`config.mk`:
```
export PLATFORM = sky130hd
export DESIGN_NAME = expression_lexer_core_flat
export DESIGN_NICKNAME = d
export VERILOG_FILES = /design/src/hdl/exlex_pkg.sv /design/src/hdl/exlex_ifs.sv /design/src/hdl/exlex_front.sv /design/src/hdl/exlex_queue.sv /design/src/hdl/exlex_back.sv /design/src/hdl/expression_lexer_core.sv /design/src/flat_wrapper.sv
export SDC_FILE = /design/constraint.sdc
export NUM_CORES = 1
export LEC_CHECK = 0
export ABC_AREA = 1
export CORE_UTILIZATION = 30
export CTS_CLUSTER_DIAMETER = 200
export DETAILED_ROUTE_END_ITERATION = 6
export DONT_BUFFER_PORTS = 1
export PLACE_DENSITY_LB_ADDON = 0.3
export SLEW_MARGIN = 20
export SYNTH_ARGS = -nofsm -noshare
export SYNTH_HDL_FRONTEND = slang
export SYNTH_SLANG_ARGS = --single-unit
```
`constraint.sdc`:
```
create_clock -name clock -period 19.14 [get_ports clock]
set_input_delay 0 -clock clock [delete_from_list [all_inputs] [get_ports clock]]
set_output_delay 0 -clock clock [all_outputs]
set_load 0.01 [all_outputs]
```
`src/hdl/exlex_pkg.sv`:
```
// Shared types, constants and helper functions of the expression lexer.
// Depends on nothing; all other files but exlex_ifs refer to it by scoped names.
`timescale 1ns / 1ps

package exlex_pkg;

   // Text size limit and the saturation points that follow from it.
   localparam int MAX_TEXT_BYTES = 65536;
   localparam int POS_LIMIT_INT  = (MAX_TEXT_BYTES - 1 > 65535) ? 65535 : MAX_TEXT_BYTES - 1;
   localparam int LEN_LIMIT_INT  = (MAX_TEXT_BYTES > 65535) ? 65535 : MAX_TEXT_BYTES;
   localparam logic [15:0] POS_LIMIT = 16'(POS_LIMIT_INT);
   localparam logic [15:0] LEN_LIMIT = 16'(LEN_LIMIT_INT);

   // Bundle queue between the front and the back end; the depth must be a power of two.
   localparam int QUEUE_DEPTH = 2;
   localparam int QUEUE_PTR_W = $clog2(QUEUE_DEPTH);
   localparam int QUEUE_CNT_W = $clog2(QUEUE_DEPTH + 1);

   typedef enum logic [3:0] {
      KIND_EOI     = 4'd0,
      KIND_UNKNOWN = 4'd1,
      KIND_IDENT   = 4'd2,
      KIND_NUMBER  = 4'd3,
      KIND_COMMA   = 4'd4,
      KIND_COLON   = 4'd5,
      KIND_PLUS    = 4'd6,
      KIND_MINUS   = 4'd7,
      KIND_STAR    = 4'd8,
      KIND_SLASH   = 4'd9,
      KIND_LPAREN  = 4'd10,
      KIND_RPAREN  = 4'd11,
      KIND_WITH    = 4'd12
   } token_kind_type;

   typedef struct packed {
      token_kind_type kind;
      logic [15:0]    start;
      logic [15:0]    length;
   } token_type;

   // All tokens caused by one input byte, in order; count is 1 to 3.
   typedef struct packed {
      logic [1:0]          count;
      token_type [2:0]     tok;
   } bundle_type;

   localparam logic [7:0] CHAR_NUL    = 8'h00;
   localparam logic [7:0] CHAR_TAB    = 8'h09;
   localparam logic [7:0] CHAR_LF     = 8'h0A;
   localparam logic [7:0] CHAR_VT     = 8'h0B;
   localparam logic [7:0] CHAR_FF     = 8'h0C;
   localparam logic [7:0] CHAR_CR     = 8'h0D;
   localparam logic [7:0] CHAR_SPACE  = 8'h20;
   localparam logic [7:0] CHAR_LPAREN = 8'h28;
   localparam logic [7:0] CHAR_RPAREN = 8'h29;
   localparam logic [7:0] CHAR_STAR   = 8'h2A;
   localparam logic [7:0] CHAR_PLUS   = 8'h2B;
   localparam logic [7:0] CHAR_COMMA  = 8'h2C;
   localparam logic [7:0] CHAR_MINUS  = 8'h2D;
   localparam logic [7:0] CHAR_SLASH  = 8'h2F;
   localparam logic [7:0] CHAR_ZERO   = 8'h30;
   localparam logic [7:0] CHAR_NINE   = 8'h39;
   localparam logic [7:0] CHAR_COLON  = 8'h3A;
   localparam logic [7:0] CHAR_UP_A   = 8'h41;
   localparam logic [7:0] CHAR_UP_Z   = 8'h5A;
   localparam logic [7:0] CHAR_LOW_A  = 8'h61;
   localparam logic [7:0] CHAR_LOW_Z  = 8'h7A;

   // Keyword match progress: 0 to 4 letters of "with" matched, or dead.
   localparam logic [2:0] KW_NONE = 3'd0;
   localparam logic [2:0] KW_FULL = 3'd4;
   localparam logic [2:0] KW_DEAD = 3'd7;

   function automatic logic [7:0] kw_char(logic [1:0] idx);
      logic [7:0] c;
      unique case (idx)
         2'd0: c = 8'h77;
         2'd1: c = 8'h69;
         2'd2: c = 8'h74;
         2'd3: c = 8'h68;
      endcase
      return c;
   endfunction

   function automatic logic [2:0] kw_advance(logic [2:0] kw, logic [7:0] c);
      logic [2:0] r;
      if (kw < KW_FULL && c == kw_char(kw[1:0])) begin
         r = kw + 3'd1;
      end else begin
         r = KW_DEAD;
      end
      return r;
   endfunction

   function automatic token_kind_type single_kind(logic [7:0] c);
      token_kind_type k;
      unique case (c)
         CHAR_COMMA:  k = KIND_COMMA;
         CHAR_COLON:  k = KIND_COLON;
         CHAR_PLUS:   k = KIND_PLUS;
         CHAR_MINUS:  k = KIND_MINUS;
         CHAR_STAR:   k = KIND_STAR;
         CHAR_SLASH:  k = KIND_SLASH;
         CHAR_LPAREN: k = KIND_LPAREN;
         CHAR_RPAREN: k = KIND_RPAREN;
         default:     k = KIND_UNKNOWN;
      endcase
      return k;
   endfunction

   function automatic logic is_letter(logic [7:0] c);
      return (c >= CHAR_LOW_A && c <= CHAR_LOW_Z) || (c >= CHAR_UP_A && c <= CHAR_UP_Z);
   endfunction

   function automatic logic is_digit(logic [7:0] c);
      return c >= CHAR_ZERO && c <= CHAR_NINE;
   endfunction

   function automatic logic is_blank(logic [7:0] c);
      return c == CHAR_SPACE || c == CHAR_TAB || c == CHAR_FF || c == CHAR_VT
          || c == CHAR_CR || c == CHAR_LF;
   endfunction

endpackage

```
`src/hdl/exlex_ifs.sv`:
```
// Valid/ready channel interfaces of the expression lexer: text bytes in, tokens out.
// Depends on nothing.
`timescale 1ns / 1ps

interface exlex_req_if;
   logic       valid;
   logic       ready;
   logic [7:0] text_byte;
   logic       end_of_text;

   modport source (output valid, output text_byte, output end_of_text, input ready);
   modport sink (input valid, input text_byte, input end_of_text, output ready);
endinterface

interface exlex_rsp_if;
   logic        valid;
   logic        ready;
   logic [3:0]  token_kind;
   logic [15:0] token_start;
   logic [15:0] token_length;
   logic        last_of_run;

   modport source (output valid, output token_kind, output token_start,
                   output token_length, output last_of_run, input ready);
   modport sink (input valid, input token_kind, input token_start,
                 input token_length, input last_of_run, output ready);
endinterface

```
`src/hdl/exlex_front.sv`:
```
// Front end of the lexer: takes text bytes, keeps the scanning state and builds
// the bundle of tokens each byte causes. Depends on exlex_pkg and exlex_req_if.
`timescale 1ns / 1ps

module exlex_front (
   input  logic                  clock,
   input  logic                  reset,
   exlex_req_if.sink             req_if,
   output logic                  push_valid,
   input  logic                  push_ready,
   output exlex_pkg::bundle_type push_bundle
);

   typedef enum logic [1:0] {
      MODE_IDLE   = 2'd0,
      MODE_IDENT  = 2'd1,
      MODE_NUMBER = 2'd2
   } mode_type;

   mode_type    mode_ff, mode_in;
   logic [15:0] start_ff, start_in;
   logic [15:0] length_ff, length_in;
   logic [15:0] pos_ff, pos_in;
   logic [2:0]  kw_ff, kw_in;

   logic                  accept;
   logic [7:0]            c;
   logic                  letter, digit, extended;
   logic [1:0]            n;
   exlex_pkg::token_type [2:0] toks;

   assign c      = req_if.text_byte;
   assign letter = exlex_pkg::is_letter(c);
   assign digit  = exlex_pkg::is_digit(c);

   assign req_if.ready = push_ready;
   assign accept       = req_if.valid && push_ready;

   always_comb begin
      mode_in   = mode_ff;
      start_in  = start_ff;
      length_in = length_ff;
      pos_in    = pos_ff;
      kw_in     = kw_ff;
      n         = 2'd0;
      toks      = '0;
      extended  = 1'b0;

      if (c == exlex_pkg::CHAR_NUL) begin
         if (mode_ff != MODE_IDLE) begin
            toks[n] = '{kind: (mode_ff == MODE_NUMBER) ? exlex_pkg::KIND_NUMBER :
                              (kw_ff == exlex_pkg::KW_FULL) ? exlex_pkg::KIND_WITH :
                              exlex_pkg::KIND_IDENT,
                        start: start_ff, length: length_ff};
            n = n + 2'd1;
         end
         toks[n] = '{kind: exlex_pkg::KIND_EOI, start: pos_ff, length: 16'd0};
         n = n + 2'd1;
         mode_in   = MODE_IDLE;
         start_in  = '0;
         length_in = '0;
         kw_in     = exlex_pkg::KW_NONE;
         pos_in    = '0;
      end else begin
         extended = (mode_ff == MODE_IDENT && letter) || (mode_ff == MODE_NUMBER && digit);
         if (extended) begin
            if (mode_ff == MODE_IDENT) begin
               kw_in = exlex_pkg::kw_advance(kw_ff, c);
            end
            if (length_ff < exlex_pkg::LEN_LIMIT) begin
               length_in = length_ff + 16'd1;
            end
         end else begin
            if (mode_ff != MODE_IDLE) begin
               toks[n] = '{kind: (mode_ff == MODE_NUMBER) ? exlex_pkg::KIND_NUMBER :
                                 (kw_ff == exlex_pkg::KW_FULL) ? exlex_pkg::KIND_WITH :
                                 exlex_pkg::KIND_IDENT,
                           start: start_ff, length: length_ff};
               n = n + 2'd1;
            end
            mode_in   = MODE_IDLE;
            start_in  = '0;
            length_in = '0;
            kw_in     = exlex_pkg::KW_NONE;
            if (letter) begin
               mode_in   = MODE_IDENT;
               start_in  = pos_ff;
               length_in = 16'd1;
               kw_in     = exlex_pkg::kw_advance(exlex_pkg::KW_NONE, c);
            end else if (digit) begin
               mode_in   = MODE_NUMBER;
               start_in  = pos_ff;
               length_in = 16'd1;
            end else if (!exlex_pkg::is_blank(c)) begin
               toks[n] = '{kind: exlex_pkg::single_kind(c), start: pos_ff, length: 16'd1};
               n = n + 2'd1;
            end
         end

         if (pos_ff < exlex_pkg::POS_LIMIT) begin
            pos_in = pos_ff + 16'd1;
         end

         // The end flag closes whatever run this byte left open, then marks end of input
         // just past the byte.
         if (req_if.end_of_text) begin
            if (mode_in != MODE_IDLE) begin
               toks[n] = '{kind: (mode_in == MODE_NUMBER) ? exlex_pkg::KIND_NUMBER :
                                 (kw_in == exlex_pkg::KW_FULL) ? exlex_pkg::KIND_WITH :
                                 exlex_pkg::KIND_IDENT,
                           start: start_in, length: length_in};
               n = n + 2'd1;
            end
            toks[n] = '{kind: exlex_pkg::KIND_EOI, start: pos_in, length: 16'd0};
            n = n + 2'd1;
            mode_in   = MODE_IDLE;
            start_in  = '0;
            length_in = '0;
            kw_in     = exlex_pkg::KW_NONE;
            pos_in    = '0;
         end
      end
   end

   assign push_valid        = accept && (n != 2'd0);
   assign push_bundle.count = n;
   assign push_bundle.tok   = toks;

   always_ff @(posedge clock) begin
      if (reset) begin
         mode_ff   <= MODE_IDLE;
         start_ff  <= '0;
         length_ff <= '0;
         pos_ff    <= '0;
         kw_ff     <= exlex_pkg::KW_NONE;
      end else if (accept) begin
         mode_ff   <= mode_in;
         start_ff  <= start_in;
         length_ff <= length_in;
         pos_ff    <= pos_in;
         kw_ff     <= kw_in;
      end
   end

endmodule

```
`src/hdl/exlex_queue.sv`:
```
// Short queue of token bundles between the front and back end of the lexer.
// Depends on exlex_pkg.
`timescale 1ns / 1ps

module exlex_queue (
   input  logic                  clock,
   input  logic                  reset,
   input  logic                  push_valid,
   output logic                  push_ready,
   input  exlex_pkg::bundle_type push_bundle,
   output logic                  pop_valid,
   input  logic                  pop_ready,
   output exlex_pkg::bundle_type pop_bundle
);

   exlex_pkg::bundle_type                entries_ff [exlex_pkg::QUEUE_DEPTH];
   logic [exlex_pkg::QUEUE_PTR_W-1:0]    wr_ptr_ff, rd_ptr_ff;
   logic [exlex_pkg::QUEUE_CNT_W-1:0]    count_ff;
   logic                                 do_push, do_pop;

   assign push_ready = count_ff != exlex_pkg::QUEUE_CNT_W'(exlex_pkg::QUEUE_DEPTH);
   assign pop_valid  = count_ff != '0;
   assign pop_bundle = entries_ff[rd_ptr_ff];
   assign do_push    = push_valid && push_ready;
   assign do_pop     = pop_valid && pop_ready;

   always_ff @(posedge clock) begin
      if (do_push) begin
         entries_ff[wr_ptr_ff] <= push_bundle;
      end
   end

   // Pointers wrap on their own since the depth is a power of two.
   always_ff @(posedge clock) begin
      if (reset) begin
         wr_ptr_ff <= '0;
         rd_ptr_ff <= '0;
         count_ff  <= '0;
      end else begin
         if (do_push) begin
            wr_ptr_ff <= wr_ptr_ff + 1'b1;
         end
         if (do_pop) begin
            rd_ptr_ff <= rd_ptr_ff + 1'b1;
         end
         if (do_push && !do_pop) begin
            count_ff <= count_ff + 1'b1;
         end else if (do_pop && !do_push) begin
            count_ff <= count_ff - 1'b1;
         end
      end
   end

endmodule

```
`src/hdl/exlex_back.sv`:
```
// Back end of the lexer: takes bundles from the queue and sends their tokens
// one per transfer through an output register. Depends on exlex_pkg and exlex_rsp_if.
`timescale 1ns / 1ps

module exlex_back (
   input  logic                  clock,
   input  logic                  reset,
   input  logic                  pop_valid,
   output logic                  pop_ready,
   input  exlex_pkg::bundle_type pop_bundle,
   exlex_rsp_if.source           rsp_if
);

   exlex_pkg::bundle_type cur_ff;
   logic                  busy_ff;
   logic [1:0]            idx_ff;
   logic                  out_valid_ff;
   exlex_pkg::token_type  out_tok_ff;
   logic                  out_last_ff;
   logic                  load, last;

   assign load      = busy_ff && (!out_valid_ff || rsp_if.ready);
   assign last      = idx_ff == (cur_ff.count - 2'd1);
   assign pop_ready = !busy_ff || (load && last);

   assign rsp_if.valid        = out_valid_ff;
   assign rsp_if.token_kind   = out_tok_ff.kind;
   assign rsp_if.token_start  = out_tok_ff.start;
   assign rsp_if.token_length = out_tok_ff.length;
   assign rsp_if.last_of_run  = out_last_ff;

   always_ff @(posedge clock) begin
      if (load) begin
         out_tok_ff  <= cur_ff.tok[idx_ff];
         out_last_ff <= last;
      end
      if (pop_valid && pop_ready) begin
         cur_ff <= pop_bundle;
      end
   end

   always_ff @(posedge clock) begin
      if (reset) begin
         busy_ff      <= 1'b0;
         idx_ff       <= '0;
         out_valid_ff <= 1'b0;
      end else begin
         if (load) begin
            out_valid_ff <= 1'b1;
            idx_ff       <= last ? 2'd0 : idx_ff + 2'd1;
            if (last) begin
               busy_ff <= 1'b0;
            end
         end else if (rsp_if.ready) begin
            out_valid_ff <= 1'b0;
         end
         // A new bundle takes over in the same cycle the old one sends its last token.
         if (pop_valid && pop_ready) begin
            busy_ff <= 1'b1;
            idx_ff  <= '0;
         end
      end
   end

endmodule

```
`src/hdl/expression_lexer_core.sv`:
```
// Top level of the streaming expression lexer: front end, bundle queue, back end.
// Depends on exlex_pkg, exlex_ifs, exlex_front, exlex_queue and exlex_back.
//
// Usage: text bytes arrive on req_if (text_byte, end_of_text), one per transfer.
// Tokens leave on rsp_if (token_kind, token_start, token_length, last_of_run),
// one per transfer; last_of_run marks the final token caused by one byte.
// A byte may cause no token (blanks, growing runs) or up to three tokens.
// The front end takes one byte per cycle while the two-entry bundle queue has
// room. The back end sends one token per cycle from its output register while
// the receiver is ready, so a byte that causes three tokens holds the output
// for all three in turn. A byte reaches its first token through the queue
// write, the back-end bundle register and the output register.
// When the receiver stalls, the output holds and the queue fills; req_if.ready
// drops only once the queue is full.
// Reset (synchronous, active high) returns the scanner to idle at offset zero
// and empties the queue and the output register.
`timescale 1ns / 1ps

module expression_lexer_core (
   input  logic       clock,
   input  logic       reset,
   exlex_req_if.sink  req_if,
   exlex_rsp_if.source rsp_if
);

   logic                  push_valid, push_ready;
   logic                  pop_valid, pop_ready;
   exlex_pkg::bundle_type push_bundle, pop_bundle;

   exlex_front u_front (
      .clock       (clock),
      .reset       (reset),
      .req_if      (req_if),
      .push_valid  (push_valid),
      .push_ready  (push_ready),
      .push_bundle (push_bundle)
   );

   exlex_queue u_queue (
      .clock       (clock),
      .reset       (reset),
      .push_valid  (push_valid),
      .push_ready  (push_ready),
      .push_bundle (push_bundle),
      .pop_valid   (pop_valid),
      .pop_ready   (pop_ready),
      .pop_bundle  (pop_bundle)
   );

   exlex_back u_back (
      .clock      (clock),
      .reset      (reset),
      .pop_valid  (pop_valid),
      .pop_ready  (pop_ready),
      .pop_bundle (pop_bundle),
      .rsp_if     (rsp_if)
   );

endmodule
```
`src/flat_wrapper.sv`:
```
// flat-port wrapper written by rule: the top's interface ports become plain ports
module expression_lexer_core_flat 
  (clock, reset, req_if_valid, req_if_text_byte, req_if_end_of_text, req_if_ready, rsp_if_valid, rsp_if_token_kind, rsp_if_token_start, rsp_if_token_length, rsp_if_last_of_run, rsp_if_ready);
  exlex_req_if req_if_i ();
  exlex_rsp_if rsp_if_i ();
  input  logic clock;
  input  logic reset;
  input wire logic [$bits(req_if_i.valid)-1:0] req_if_valid;
  input wire logic [$bits(req_if_i.text_byte)-1:0] req_if_text_byte;
  input wire logic [$bits(req_if_i.end_of_text)-1:0] req_if_end_of_text;
  output wire logic [$bits(req_if_i.ready)-1:0] req_if_ready;
  output wire logic [$bits(rsp_if_i.valid)-1:0] rsp_if_valid;
  output wire logic [$bits(rsp_if_i.token_kind)-1:0] rsp_if_token_kind;
  output wire logic [$bits(rsp_if_i.token_start)-1:0] rsp_if_token_start;
  output wire logic [$bits(rsp_if_i.token_length)-1:0] rsp_if_token_length;
  output wire logic [$bits(rsp_if_i.last_of_run)-1:0] rsp_if_last_of_run;
  input wire logic [$bits(rsp_if_i.ready)-1:0] rsp_if_ready;
  assign req_if_i.valid = req_if_valid;
  assign req_if_i.text_byte = req_if_text_byte;
  assign req_if_i.end_of_text = req_if_end_of_text;
  assign req_if_ready = req_if_i.ready;
  assign rsp_if_valid = rsp_if_i.valid;
  assign rsp_if_token_kind = rsp_if_i.token_kind;
  assign rsp_if_token_start = rsp_if_i.token_start;
  assign rsp_if_token_length = rsp_if_i.token_length;
  assign rsp_if_last_of_run = rsp_if_i.last_of_run;
  assign rsp_if_i.ready = rsp_if_ready;
  expression_lexer_core u_core (.clock(clock), .reset(reset), .req_if(req_if_i), .rsp_if(rsp_if_i));
endmodule
```
# --- After elaboration in Yosys (flattened, before gate mapping) ---
# Memory sizes are Yosys's and may differ from the RTL's. A register that Yosys moved wholly into a read port is not among the register bits.
# Index checks and enable logic that the tools add are counted.
totals:
  input_bits: 13
  romBits: 0
  n_memories: 1
  ff_bits: 98
  out_inout_bits: 39
  latch_bits: 0
  ramBits: 220
mem_list:
  columns: ["name", "words", "word_bits", "read_ports", "rd_clocked_by_memory_dff", "write_ports", "line", "rtl"]
  rows:
  - ["u_core.u_queue.entries_ff", 2, 110, 1, 1, 1, "exlex_queue.sv:16", "exlex_pkg::bundle_type entries_ff [exlex_pkg::QUEUE_DEPTH];"]
classes:
  eq_ne: 26
  n_shift: 0
  n_addsub: 13
  n_div: 0
  magnitude_cmp: 18
  mul: 0
  muxes: 100
  n_bitwise: 0
  reduce_logical: 43
ops:
  columns: ["cell", "count"]
  rows:
  - ["$mux 108", 10]
  - ["$bwmux 108", 4]
  - ["$mux 36", 9]
  - ["$demux 36 s2", 4]
  - ["$mux 16", 15]
  - ["$bmux 36 s2", 1]
  - ["$eq 8x6->1 const B", 9]
  - ["$mux 8", 6]
  - ["$mux 2", 22]
  - ["$eq 8x4->1 const B", 5]
  - ["$mux 4", 9]
  - ["$add 16x1->16 const B", 2]
  - ["$lt 16x16->1 const B", 2]
  - ["$pmux 4 s8", 1]
  - ["$pmux 8 s4", 1]
  - ["$mux 3", 8]
  - ["$logic_and 1x1->1", 18]
  - ["$eq 8x8->1", 2]
  - ["$ge 8x7->1 const B", 2]
  - ["$le 8x7->1 const B", 2]
  - ["$reduce_bool 2->1", 8]
  - ["$lt 2x3->1 const B", 5]
  - ["$add 2x1->2 const B", 6]
  - ["$mux 1", 10]
  - ["18 further kinds", 39]

# --- Logic depth before layout (Yosys ltp) ---
logic_depth:
  depth_word: 27
  ltp_mapped: 23
  ltp_nobuf: 22

# --- Cells and area by module ---
# Synthesis repeated with hierarchy kept, for this count alone.
hier_totals:
  hier_cells: 1961
  area_unflattened_um2: 20788.7
modules_own_cells:
  columns: ["module", "area_per_inst_um2", "seq_area_each_um2", "instances", "cells_per_inst"]
  rows:
  - ["exlex_queue", 8675.8, 6706.4, 1, 379]
  - ["exlex_front", 6615.1, 1061.0, 1, 1234]
  - ["exlex_back", 5497.8, 4494.3, 1, 348]

# --- Worst setup path after synthesis ---
# Ideal clock, no wire load.
synth_path:
  path_type: "reg2reg"
  startpoint: "reg u_core.u_front.mode_ff[0]"
  endpoint: "mem u_core.u_queue.entries_ff[0][0] (netlist bit) (enable)"
  path_buffers: 0
  required_ns: 18.562
  arrival_ns: 6.575
  setup_time_ns: 0.578
  setup_slack_ns: 11.987
  stages_incl_launch_ff: 13
  path_cell_list: "dfxtp_1 nor2_2 inv_2 nand3_4 nand3_2 ha_1 a21oi_1 ha_1 inv_1 o21ai_2 nand3_2 nand2_1 nor2_1"
synth_via:
  elab_chain_len: 22
  elab_cells_between_ends: 32
  classes_between: "4 x add/sub; 2 x eq/ne; 18 x mux; 8 x reduce/logical"
synth_rtl:
  columns: ["item", "line", "rtl"]
  rows:
  - ["from (decl)", "exlex_front.sv:20", "mode_type mode_ff, mode_in;"]
  - ["from (signal assigned)", "exlex_front.sv:137", "mode_ff <= mode_in;"]
  - ["$reduce_bool 2->1", "exlex_front.sv:50, exlex_front.sv:74", null]
  - ["$mux 1", "exlex_front.sv:50, exlex_front.sv:74", null]
  - ["$mux 2", "exlex_front.sv:66", "if (extended) begin"]
  - ["$mux 2", "exlex_front.sv:49", "if (c == exlex_pkg::CHAR_NUL) begin"]
  - ["$add 2x1->2", "exlex_front.sv:96", "n = n + 2'd1;"]
  - ["$mux 2", "exlex_front.sv:94", "end else if (!exlex_pkg::is_blank(c)) begin"]
  - ["$mux 2", "exlex_front.sv:90", "end else if (digit) begin"]
  - ["$mux 2", "exlex_front.sv:85", "if (letter) begin"]
  - ["[... 6 more ...]", null, null]
  - ["$add 2x1->2", "exlex_front.sv:115", "n = n + 2'd1;"]
  - ["$mux 2", "exlex_front.sv:106", "if (req_if.end_of_text) begin"]
  - ["$mux 2 *", "exlex_front.sv:49", null]
  - ["$reduce_bool 2->1 *", "exlex_front.sv:125", "assign push_valid = accept && (n != 2'd0);"]
  - ["$logic_and 1x1->1 *", "exlex_front.sv:125", null]
  - ["$logic_and 1x1->1 *", "exlex_queue.sv:24", "assign do_push = push_valid && push_ready;"]
  - ["$mux 1 *", "exlex_queue.sv:28", "if (do_push) begin"]
  - ["$mux 1 (implied by the code) *", "exlex_queue.sv:29", "entries_ff[wr_ptr_ff] <= push_bundle;"]
  - ["to (decl)", "exlex_queue.sv:16", null]
# Every way passes the cells marked *; elsewhere a longest branch is shown, timed or not. The select of a mux whose other input is x is not followed.

# --- Worst setup path in the final report ---
layout_path:
  startpoint: "reg u_core.u_front.mode_ff[0]"
  endpoint: "mem u_core.u_queue.entries_ff[0][39] (netlist bit) (enable)"
# Same word-level chain as after synthesis.

==> results.txt <==
The flow ran to the end, and the final reports show no timing, DRC or antenna violations. The total of fill cells in the finished design came out at 6475. The minimum setup slack after placement is 13810 ps.

The worst pin sits at a relative slew slack of 0.297. The count of nets left with antenna violations once routing finished came out at 0. The number of antenna violations at the first check in global routing is 0.

The combined global-route utilization of all metal layers is 0.153. The final weighted congestion of routability-driven global placement came out at 0.907. The number of global-route vias before repair is 12785. The worst setup path is launched from a flip-flop. The number of nets in the finished design came out at 2011. The post-detailed-route wirelength per cell is 18.0 um.

The top cell types in the final layout, fill and taps aside, are sky130_fd_sc_hd__nand2_1, sky130_fd_sc_hd__edfxtp_1, sky130_fd_sc_hd__nor2_1. The count of boundary I/O pins is 52. Summed over all nets, the half-perimeter wirelength after detailed placement is 34000 um. The final number of setup-violating endpoints came out at 0. Dividing the final minimum period by the clock period gives 0.257. The number of distinct library cells after synthesis came out at 60. For this design, the sink count on the clock tree is 425. By area, the combinational part of the netlist is dominated by simple AND/OR/NAND/NOR gates. STA classifies the critical path endpoint as a flip-flop. The number of setup buffers added after CTS is 0. The xor and xnor area share after synthesis came out at 0.0102. Setup repair after global routing left no endpoint under its margin. The worst-case IR drop observed on VDD is 0.0628 mV. The worst hold slack came out at 33.0 ps.

The floorplan step defined a core boundary enclosing 64600 um^2. The number of synthesized flops with an enable pin came out at 364. The count of routing violations after the opening detailed-route iteration is 1099. The maximum clock rate is 203 MHz. The adder-cell area share of the yosys netlist is 0.00827.

A synthesized cell averages 9.90 um^2. The share of synthesized flip-flops with an asynchronous set or reset is 0. The static leakage power came out at 0.00789 uW. Subtracting the final worst setup slack from the clock period gives 4930 ps. Data on the critical path is required at its endpoint by 19320 ps. The remaining routing DRC violations came out at 0. The number of buffers created by CTS came out at 44. The first global-routing pass estimated 78800 um of wire.

The startpoint-to-endpoint class of the critical path is flip-flop to flip-flop. The initial utilization of the core area, before any placement, comes to 0.304. The CTS tree is yes. The tree is rooted in a sky130_fd_sc_hd__clkbuf_16. The portion of netlist area occupied by mux cells came out at 0. The flop-to-flop setup slack is 14210 ps.

Summed over all failing endpoints, the final setup total negative slack is 0 ps. The residual overflow from global routing came out at 0. For this run, the number of Yosys warnings is 0. The deepest level of the CTS H-tree came out at 2. After detailed placement, the design holds a cell count of 2780.

The max-slew violation total from the final report came out at 0. The number of hold violations in the final report is 0. The maximum number of pins on one net before global-route repair came out at 85. The number of input and output port buffers inserted is 0. The maximum root-to-sink buffer count is 3.

The latest clock arrival within the worst-skew pair came out at 570 ps. The synthesized flop and latch total came out at 425. In the synthesized netlist the dominant register cell turns out to be sky130_fd_sc_hd__edfxtp_1. The final cell count without fillers is 2877. The worst-margin pin slew is 1060 ps. The floorplan step set the die width to 258 um. The final wirelength came out at 51900 um.

In this run the worst path has a maximum fanout of 73. The share of the synthesized area in compound gates (AO/OA/AOI/OAI) is 0.102. The die outline area came out at 66600 um^2. In the post-route analysis, the smallest setup slack over all paths is 14210 ps.

The portion of the post-synthesis area used by sequential elements came out at 0.618. The post-synthesis simple-gate area fraction came out at 0.206. The min-delay analysis places its worst path in the category input port to flip-flop. The clock-pin slew reported for the worst setup and hold paths after clock tree synthesis is 60 ps. The routed via count divided by cell count is 4.79.

The number of cells upsized or downsized after cts is 0. The synthesized cell area is 19700 um^2. The die is 258 um tall.

The first detailed-routing pass ran for 5 iterations. For this design the ratio of total power to cell area is 126 nW/um^2. The count of standard-cell rows is 93. The total power draw came out at 2790 uW.

The routed layout has 13794 vias. The count of max-cap constraint violations is 0. The synthesized netlist cell count is 1986. The clock arrives with 14.8 ps of skew. The share of layout cells above drive strength 1 is 0.0861. The most common cell after layout, fill and taps aside is sky130_fd_sc_hd__nand2_1. At the worst endpoint, the arrival time is 5110 ps. Compared with the post-synthesis result, the final layout area differs by 12.2%.
[routing by layer]
layer	up-vias	global-route usage	wire length (um)
met4	0	0.0399	934
li1	6787	-	-
met3	59	0.0258	3050
met5	-	0	0
met1	6551	0.232	25800
met2	397	0.224	22100
[kinds of logic after synthesis]
group,Yosys count
and+or+nand+nor,949
DFF,425
AOI/OAI and AO/OA,319
buffers and inverters,256
xor gates and xnor gates,23
adders and majority gates,13
other,1
[repair_timing]
item                                    4_1_cts  5_1_grt
hold endpoints to repair                     79        0
hold buffers                                 13        0
endpoints found under the setup margin        0        0
[through the flow]
stage	instance area (um^2)	util
floorplan	19800	-
global placement	20500	0.317
detailed placement	20500	0.317
CTS	22000	0.341
global route	22100	0.342
finish	22100	0.342
[layout make-up]
class | instances | area, um^2 | area share
diodes | 1 | 2.50 | 0.000113
clock buffers | 54 | 1170 | 0.0530
clock inverters | 28 | 241 | 0.0109
inverters | 151 | 581 | 0.0263
multi-input cells | 1334 | 6570 | 0.298
flip-flops and latches | 425 | 12200 | 0.551
well taps | 855 | 1070 | 0.0485
repair buffers | 29 | 280 | 0.0127
[worst max-delay path, cell delays in order (launching register included)]
cell and delay, ps:
sky130_fd_sc_hd__dfxtp_1 370, sky130_fd_sc_hd__nor2_4 120, sky130_fd_sc_hd__buf_4 450, sky130_fd_sc_hd__inv_2 460
sky130_fd_sc_hd__nand3_4 230, sky130_fd_sc_hd__nand3_2 130, sky130_fd_sc_hd__ha_1 340, sky130_fd_sc_hd__a21oi_1 250
sky130_fd_sc_hd__ha_1 300, sky130_fd_sc_hd__inv_1 80, sky130_fd_sc_hd__o21ai_2 70, sky130_fd_sc_hd__nand3_2 120
sky130_fd_sc_hd__nand2_1 110, sky130_fd_sc_hd__nor2_4 340, sky130_fd_sc_hd__buf_12 250, sky130_fd_sc_hd__buf_4 800
[report_power, final]
| part | internal, uW | switching, uW | leakage [uW] | total [uW] |
|---|---|---|---|---|
| Combinational | 123 | 414 | 0.00326 | 537 |
| Clock | 479 | 359 | 0.000687 | 838 |
| Sequential | 1330 | 86.1 | 0.00395 | 1410 |
| Total | 1930 | 858 | 0.00789 | 2790 |
[sequential cells by signal, summed over array words and instances, names as in the netlist]
name                               flops
u_core.u_front.start_ff               16
u_core.u_back.rsp_if.valid             1
u_core.u_back.idx_ff                   2
u_core.u_front.mode_ff                 2
u_core.u_back.rsp_if.token_kind        4
u_core.u_back.rsp_if.token_start      16
u_core.u_queue.wr_ptr_ff               1
u_core.u_queue.count_ff                2
u_core.u_back.cur_ff                 109
u_core.u_front.pos_ff                 16
u_core.u_front.kw_ff                   3
u_core.u_queue.rd_ptr_ff               1
u_core.u_queue.entries_ff            218
u_core.u_back.rsp_if.token_length     16
u_core.u_front.length_ff              16
u_core.u_back.rsp_if.last_of_run       1
u_core.u_back.busy_ff                  1
[synthesized netlist by cell type (7+ instances only)]
library cell               instances  area (um^2)
sky130_fd_sc_hd__nand2_1         573         2150
sky130_fd_sc_hd__edfxtp_1        364        10900
sky130_fd_sc_hd__nor2_1          189          709
sky130_fd_sc_hd__inv_1           131          492
sky130_fd_sc_hd__a21oi_1         111          556
sky130_fd_sc_hd__nand3_1         102          510
sky130_fd_sc_hd__dfxtp_1          61         1220
sky130_fd_sc_hd__clkbuf_1         58          218
sky130_fd_sc_hd__o21ai_0          46          230
sky130_fd_sc_hd__o31ai_1          35          263
sky130_fd_sc_hd__o211ai_1         29          218
sky130_fd_sc_hd__buf_2            24          120
sky130_fd_sc_hd__o21ai_1          22          110
sky130_fd_sc_hd__xor2_1           20          175
sky130_fd_sc_hd__nor3_1           19         95.1
sky130_fd_sc_hd__o221ai_1         19          166
sky130_fd_sc_hd__inv_2            15         56.3
sky130_fd_sc_hd__a211oi_1         14          105
sky130_fd_sc_hd__ha_1             13          163
sky130_fd_sc_hd__o21ai_2          13          114
sky130_fd_sc_hd__nand2_2          11         68.8
sky130_fd_sc_hd__nand4_1          11         68.8
sky130_fd_sc_hd__buf_1             9         33.8
sky130_fd_sc_hd__buf_4             8         60.1
sky130_fd_sc_hd__nand3_2           8         80.1
sky130_fd_sc_hd__nor2_2            8         50.1
sky130_fd_sc_hd__nor2_4            7         78.8
[final timing paths]
path / start / end / cells after the start
setup / recovery: u_core.u_front.mode_ff[0]$_SDFFE_PP0P_ / u_core.u_queue.entries_ff[0][39]$_DFFE_PP_ / 15
hold / removal: req_if_end_of_text / u_core.u_queue.entries_ff[0][8]$_DFFE_PP_ / 3
setup reg to reg: u_core.u_front.mode_ff[0]$_SDFFE_PP0P_ / u_core.u_queue.entries_ff[0][39]$_DFFE_PP_ / 15
hold reg to reg: u_core.u_front.start_ff[7]$_SDFFE_PP0P_ / u_core.u_front.start_ff[7]$_SDFFE_PP0P_ / 2
No activity file was read; power rests on OpenSTA's default activity.
